<file path="src/rtl/rws_dly.sv">
// ----------------------------------------------------------------------------
// rws_dly: enabled delay line
// Carries side data alongside the divider stages so it lines up with results.
// ----------------------------------------------------------------------------
module rws_dly #(
  parameter int W = 8,
  parameter int N = 4
) (
  input  logic         clk,
  input  logic         en,
  input  logic [W-1:0] d,
  output logic [W-1:0] q
);

  logic [W-1:0] sr_r [N];

  // shift on every pipeline advance
  always_ff @(posedge clk) begin
    if (en) begin
      sr_r[0] <= d;
      for (int i = 1; i < N; i++) begin
        sr_r[i] <= sr_r[i-1];
      end
    end
  end

  assign q = sr_r[N-1];

endmodule

</file>
<file path="config.mk">
export PLATFORM = sky130hd
export DESIGN_NAME = rws_dly
export DESIGN_NICKNAME = d
export VERILOG_FILES = /design/src/rtl/rws_dly.sv
export SDC_FILE = /design/constraint.sdc
export NUM_CORES = 1
export LEC_CHECK = 0
export BUFFER_PORTS_ARGS = -buffer_cell sky130_fd_sc_hd__buf_2
export CAP_MARGIN = 20
export CORE_MARGIN = 2
export CORE_UTILIZATION = 28
export CTS_BUF_LIST = sky130_fd_sc_hd__clkbuf_4
export DETAILED_ROUTE_END_ITERATION = 7
export GPL_ROUTABILITY_DRIVEN = 0
export RECOVER_POWER = 25
export SLEW_MARGIN = 20
export SYNTH_ARGS = -nofsm -noshare
export SYNTH_HDL_FRONTEND = slang
export SYNTH_SLANG_ARGS = --single-unit
</file>
<file path="constraint.sdc">
create_clock -name clk -period 1.7 [get_ports clk]
set_clock_uncertainty 0.05 [all_clocks]
set_input_delay 0.17 -clock clk [delete_from_list [all_inputs] [get_ports clk]]
set_output_delay 0.17 -clock clk [all_outputs]
set_load 0.1 [all_outputs]
</file>
==> out/results.txt <==
run status - finished, final reports clean
synthesis-stage register bit count - 32
Num CTS Buffers - 5
vias per std cell - 3.65
Nets - 75
crit-path max cell delay - 0.42 ns
crit path max fanout - 1
Die W - 62.6 um
#MultiIn Comb - 0
CP required - 1.48 ns
P&R area growth vs syn - 29.6%
Worst EP arrival - 1.07 ns
DR pass1 iterations - 4
sequential cell area - 961 sq um
Slew headroom - 50.7%
Worst-path clk slew - 0.09 ns
CORE AREA - 3310 sq um
clk buf depth - 2
Mapped Avg Cell Area - 30.0 sq um
vias in the first global route - 387
most flop-heavy register - sr_r
min-delay worst type - reg2reg
largest net degree at the start of global routing - 33
Die Y - 62.6 um
Starting Density - 29.0%
Routed Wire Length - 997 um
FMAX - 778 MHz
final worst path period need - 1.29 ns
register area share after synthesis - 100%
pwr dens - 1190 nW/um^2
Post-route DRC - 0
final setup fails - 0
ANT nets after route - 0
fraction of layout cells with a size suffix above 1 - 37.9%
count of input and output buffers - 17
CP Capture Type - output pin
final setup TNS - 0 ns
DRT iter0 DRCs - 16
post-synth net total - 42
# resized after CTS - 0
biggest regs - sr_r x32
max cap viols - 0
TritonCTS Sinks - 32
synthesized area - 961 sq um
CP Launch Type - flop
Final Max Slew Viols - 0
fin util - 37.6%
clock root cell - clkbuf_4
routed len/inst - 8.90 um
Peak VDD IR - 0.232 mV
Fin. Hold Viols - 0
yosys warns - 0
row count - 21
io pins - 18
combined area of the multi-input logic cells - 0 sq um
max reg flops - 32
Vias - 409
leading cell type in the layout, fill and taps excluded - edfxtp_1
CP top delay family - buffers and inverters
Buffers & Inverters on Critical Path - 1
Setup Crit Path Kind - reg2out
Final Cycle Share - 75.6%
CP max stage cell - buf_2
ant diodes - 0
commonest non-fill, non-tap cells in the layout - edfxtp_1 (32), buf_2 (17), dlygate4sd3_1 (8)
first-pass GRT wire length - 1610 um
worst-path cell chain - buf_2
grt total ovfl - 0
Die Footprint - 3920 sq um
clk_lat worst skew - 0.32 ns
synthesized instance count - 32
H-tree depth - 2
Pleak - 0.000451 uW
CTS tree - done
initial antenna violation count - 0
overall global routing resource usage - 6.08%
FILL cells - 323
RSZ-0062 raised after global routing - no
worst slew pin tran - 0.739 ns
synth unique cells - 1
## report_power, final
part	switching, uW	internal, uW
Sequential	10.7	929
Combinational	99.2	26.6
Clock	223	191
Total	333	1150
## synth_stat cells
cell / n / area share, %
edfxtp_1: 32 / 100
## metrics by stage
step | setup slack (ns) | area [sq um] | std cells | power, uW | hold WS [ns]
after floorplan | 0.576 | 961 | 32 | 1030 | 0.219
after CTS | 0.384 | 1250 | 112 | 1510 | 0.339
after global routing | 0.356 | 1240 | 112 | 1550 | 0.374
after global placement | 0.715 | 1110 | 96 | 1070 | 0.298
after detailed placement | 0.686 | 1110 | 96 | 1070 | 0.298
final | 0.414 | 1240 | 112 | 1480 | 0.374
## cells by family (layout without fill, tap and decap cells)
logic type,after synthesis,after routing,share of synthesized area [%]
flops,32,32,100
buf+inv,0,34,0
## worst paths after layout
path	from	to	slack (ns)	depth (start not counted)
max reg2reg	sr_r[1][7]$_DFFE_PP_	sr_r[2][7]$_DFFE_PP_	1.02	0
min reg2reg	sr_r[0][3]$_DFFE_PP_	sr_r[1][3]$_DFFE_PP_	0.37	0
max	sr_r[3][1]$_DFFE_PP_	q[1]	0.41	1
min	sr_r[0][3]$_DFFE_PP_	sr_r[1][3]$_DFFE_PP_	0.37	0
## what timing repair did
item,CTS,global route
hold buffers,8,0
endpoints found under the hold margin,8,0
buffers inserted,0,0
## layer usage
metal / routed length, um / vias up / part of all wire, % / global-route usage [%]
met3: 112 / 5 / 11 / 5.59
met5: 0 / - / 0 / 0
li1: - / 195 / - / -
met2: 457 / 18 / 46 / 8.33
met1: 389 / 191 / 39 / 5.02
met4: 37 / 0 / 3.7 / 5.83
## final cells by class
class | count | share of cell area [%]
Timing Repair Buffer | 26 | 13.7
Clock buffer | 7 | 4.22
Clock inverter | 1 | 0.302
Tap cell | 46 | 4.62
Sequential cell | 32 | 77.2
No activity file was read; power rests on OpenSTA's default activity.
