## src/rtl/rws_div.sv

```systemverilog
// ----------------------------------------------------------------------------
// rws_div: pipelined restoring divider
// One quotient bit per stage, QW stages. The caller guarantees num < den<<QW.
// ----------------------------------------------------------------------------
module rws_div #(
  parameter int NW = 41,
  parameter int DW = 18,
  parameter int QW = 24
) (
  input  logic          clk,
  input  logic          en,
  input  logic [NW-1:0] num,
  input  logic [DW-1:0] den,
  output logic [QW-1:0] quo,
  output logic [DW-1:0] rem
);

  logic [DW-1:0] rem_r [QW];
  logic [QW-1:0] low_r [QW];
  logic [DW-1:0] den_r [QW];
  logic [QW-1:0] quo_r [QW];

  logic [DW-1:0] src_rem [QW];
  logic [QW-1:0] src_low [QW];
  logic [DW-1:0] src_den [QW];
  logic [QW-1:0] src_quo [QW];
  logic [DW:0]   shf     [QW];
  logic [DW:0]   diff    [QW];

  // select stage inputs and trial-subtract the divisor
  always_comb begin
    for (int k = 0; k < QW; k++) begin
      if (k == 0) begin
        src_rem[k] = DW'(num >> QW);
        src_low[k] = num[QW-1:0];
        src_den[k] = den;
        src_quo[k] = '0;
      end else begin
        src_rem[k] = rem_r[k-1];
        src_low[k] = low_r[k-1];
        src_den[k] = den_r[k-1];
        src_quo[k] = quo_r[k-1];
      end
      shf[k]  = {src_rem[k], src_low[k][QW-1]};
      diff[k] = shf[k] - {1'b0, src_den[k]};
    end
  end

  // advance all stages together
  always_ff @(posedge clk) begin
    if (en) begin
      for (int k = 0; k < QW; k++) begin
        rem_r[k] <= diff[k][DW] ? shf[k][DW-1:0] : diff[k][DW-1:0];
        low_r[k] <= src_low[k] << 1;
        den_r[k] <= src_den[k];
        quo_r[k] <= {src_quo[k][QW-2:0], ~diff[k][DW]};
      end
    end
  end

  assign quo = quo_r[QW-1];
  assign rem = rem_r[QW-1];

endmodule

```

## config.mk

```make
export PLATFORM = sky130hd
export DESIGN_NAME = rws_div
export DESIGN_NICKNAME = d
export VERILOG_FILES = /design/src/rtl/rws_div.sv
export SDC_FILE = /design/constraint.sdc
export NUM_CORES = 2
export LEC_CHECK = 0
export ABC_CLOCK_PERIOD_IN_PS = 4400
export BUFFER_PORTS_ARGS = -buffer_cell sky130_fd_sc_hd__buf_2
export CELL_PAD_IN_SITES_DETAIL_PLACEMENT = 1
export CELL_PAD_IN_SITES_GLOBAL_PLACEMENT = 1
export CORE_MARGIN = 2
export CORE_UTILIZATION = 35
export CTS_BUF_LIST = sky130_fd_sc_hd__clkbuf_4
export CTS_CLUSTER_DIAMETER = 40
export DETAILED_ROUTE_END_ITERATION = 10
export PLACE_DENSITY_LB_ADDON = 0.1
export SLEW_MARGIN = 20
export SYNTH_ARGS = -nofsm -noshare
export SYNTH_HDL_FRONTEND = slang
export SYNTH_SLANG_ARGS = --single-unit
export TNS_END_PERCENT = 20
```

## constraint.sdc

```tcl
create_clock -name clk -period 4.4 [get_ports clk]
set_input_delay 0.88 -clock clk [delete_from_list [all_inputs] [get_ports clk]]
set_output_delay 0.88 -clock clk [all_outputs]
set_load 0.03 [all_outputs]
```

==> impl_results.md <==
* # DRC at 0
* CP max FO at 17
* Placed cells at 7805
* Synth Flop Type: edfxtp_1
* RSZ-0062 raised after global routing: false
* Post-synthesis register bit count at 1422
* Period utilization at 89.2%
* Largest net degree at the start of global routing at 115
* CP endpoint: rem_r[0][65]
* Crit-path slowest cell: a21oi_1
* R2r setup slk at 480 ps
* # setup viols final at 0
* Syn. warnings at 0
* Sequential fraction of the synthesis area at 62.1%
* Final Non-Filler Cells at 8584
* Placeable core area at 195000 µm²
* Worst-path cell chain: ha_1, fa_1, nor2b_1, o21ai_0, a21boi_1, o211ai_1, a21oi_1, o21ai_0, a21oi_1, xnor2_2, buf_4, mux2_2
* Max-slew violations at 0
* Crit path launch type: flip-flop
* Initial antenna violation count at 2
* Critical Path Start: den_r[0][36]
* Hpwl dp at 101000 µm
* GPL Wtd Cong at 0.840
* Met2 Wirelength at 72000 µm
* Max incr delay on CP at 520 ps
* Drt initial violations at 1594
* Vias in the first global route at 44100
* Static Leak at 31.4 nW
* Fillers at 20600
* DP Area at 72900 µm²
* RR Endpoint: rem_r[0][65]
* Peak supply drop at 0.292 mV
* Tmin final at 3920 ps
* CTS tree: built
* Final Hold Viols at 0
* Cell count after synthesis at 5096
* Status: completed
* Critical path class: reg -> reg
* Max cap viols at 0
* First-pass GRT wire length at 227000 µm
* Ys async rst share at 0%
* Critical Path RT at 5460 ps
* Crit. End Element: flip-flop
* CTS Buf Count at 424
* PwrDens at 727 nW/µm²
* Reg2reg start: den_r[0][36]
* Post-cts sizing count at 0
* Vias/cell at 4.76
* Maximum root-to-sink buffer count at 4
* Root buf cell: clkbuf_4
* Hold WC Path Type: in -> reg
* Area occupied by multi-input gates at 23600 µm²
* Fin nets at 6184
* Relative slew slack at 36.2%
* Area Overhead vs Synth at 14.2%
* DR WL/cell at 16.2 µm
* Post-DRT Antenna Nets at 0
* Total number of vias at 40900
* Die width at 447 µm
* Met3 wire len at 5140 µm
* Syn avg cell area at 13.5 µm²
* GR Util All Layers at 14.1%
* Grt ovf at 0
* DRT Pass-1 Iters at 5
* Slew of the pin with the lowest slew margin at 953 ps
* Netlist cell types at 87
* Die area at 200000 µm²
* CP arrival at 4980 ps
* Detailed Route WL at 139000 µm
* Syn nets at 5613
* Fin area at 78500 µm²
* Achievable Freq at 0.255 GHz
* Io pins at 103
* Starting Density at 35.3%
* R2r worst-path depth at 12
* EDFF count, synth at 1422
* Layout cells sized above 1 at 19.3%
* Rows at 162
* H-tree depth at 5
* Final Skew at 117 ps
* FF/Latch Area at 42700 µm²
* Die Height at 447 µm
* Clock sink count at 1422
* Post-synthesis instance area at 68800 µm²
* M1 WL at 57000 µm
* Fin Setup TNS at 0 ps
* Input/output buffers at 102
* Clock-pin slew on the worst setup and hold paths at 60 ps
* Clk_lat worst skew at 1340 ps
* DR top layer: met4
Yosys cell counts (80+ instances only):
cell type / instances / share of area [%]
xor2_1: 118 / 1.5
o21ai_0: 280 / 2.0
xnor2_1: 219 / 2.8
inv_1: 542 / 3.0
a21oi_1: 285 / 2.1
nor2_1: 208 / 1.1
nand2_1: 265 / 1.4
a21o_1: 125 / 1.4
ha_1: 432 / 7.9
edfxtp_1: 1422 / 62
mux2_2: 264 / 4.3
nor2b_1: 80 / 0.73
sequential cells by signal, indices dropped and copies added (netlist names):
register / count
low_r: 276
den_r: 414
quo_r: 300
rem_r: 432
critical path, delay by kind of cell, from the launching register on:
family | cells | cell delay (ps)
adder cells (fa/ha/maj) | 2 | 660
AND/OR/NAND/NOR | 1 | 120
AO/OA/AOI/OAI | 6 | 1670
multiplexers | 1 | 380
buffers and inverters | 1 | 290
XOR/XNOR | 1 | 140
flip-flops | 1 | 390
area by class of cell:
type                            instances  share of cell area (%)
Antenna cell                           11                  0.0350
Clock buffer                          603                    5.76
Clock inverter                        105                   0.631
Inverter                              542                    2.59
Multi-Input combinational cell       3038                    30.0
Sequential cell                      1422                    54.4
Tap cell                             2624                    4.18
Timing Repair Buffer                  239                    2.46
where the power goes:
part           switching (mW)  leakage (nW)  total [mW]  internal [mW]
clock network            5.57          3.03        11.9           6.34
logic                    12.7          14.5        24.1           11.3
registers                1.53          13.9        21.1           19.6
worst min path at each step:
stage	start	endpoint	slack [ps]	depth (start not counted)
2_1_floorplan	low_r[0][76]	low_r[0][100]	400	0
3_3_place_gp	quo_r[1][177]	quo_r[2][10]	400	0
3_5_place_dp	low_r[0][99]	low_r[0][123]	410	0
4_1_cts	num[15]	low_r[0][15]	20	2
5_1_grt	num[7]	low_r[0][7]	50	2
6_report	num[12]	low_r[0][12]	260	2
kinds of logic (layout without fill, tap and decap cells):
| logic type | Yosys count | in the layout | share of synthesized area (%) |
|---|---|---|---|
| mux | 325 | 325 | 5.28 |
| xor+xnor | 350 | 350 | 4.62 |
| other cells | 0 | 11 | 0 |
| buf+inv | 636 | 1489 | 3.79 |
| compound gates | 1063 | 1063 | 9.84 |
| flops | 1422 | 1422 | 62.1 |
| fa+ha+maj | 456 | 456 | 8.56 |
| simple gates | 844 | 844 | 5.82 |
repair_timing:
action / in CTS / in global routing
hold buffers: 60 / 0
buffers inserted: 0 / 0
setup endpoints to repair: 0 / 0
endpoints found under the hold margin: 128 / 0
per-layer routing:
metal,vias to the layer above,global-route usage [%]
met2,663,25.3
li1,20200,-
met1,19700,15.7
met5,-,0
met3,381,3.12
met4,0,6.55
cell usage in the layout (no fill, tap or decap), drive strengths merged, types with 53 or more instances in the layout:
cell / Yosys / layout
edfxtp: 1422 / 1422
clkbuf: 32 / 603
inv: 542 / 542
ha: 432 / 432
a21oi: 289 / 289
o21ai: 286 / 286
mux2: 278 / 278
nand2: 265 / 265
xnor2: 228 / 228
nor2: 208 / 208
buf: 62 / 179
a21o: 125 / 125
xor2: 122 / 122
clkinv: 0 / 100
nor2b: 80 / 80
o21a: 71 / 71
dlygate4sd3: 0 / 60
nand3: 56 / 56
nand2b: 53 / 53
through the flow:
stage / hold slack, ps / power, mW / utilization [%] / setup WS [ps]
2_1_floorplan: 400 / 39.4 / - / 778
3_3_place_gp: 400 / 45.3 / 37.4 / 197
3_5_place_dp: 405 / 45.7 / 37.4 / 160
4_1_cts: 20.6 / 58.3 / 40.3 / 449
5_1_grt: 54.4 / 61.8 / 40.3 / 275
6_report: 262 / 57.1 / 40.3 / 475
Power figures use the tool's default switching activity.
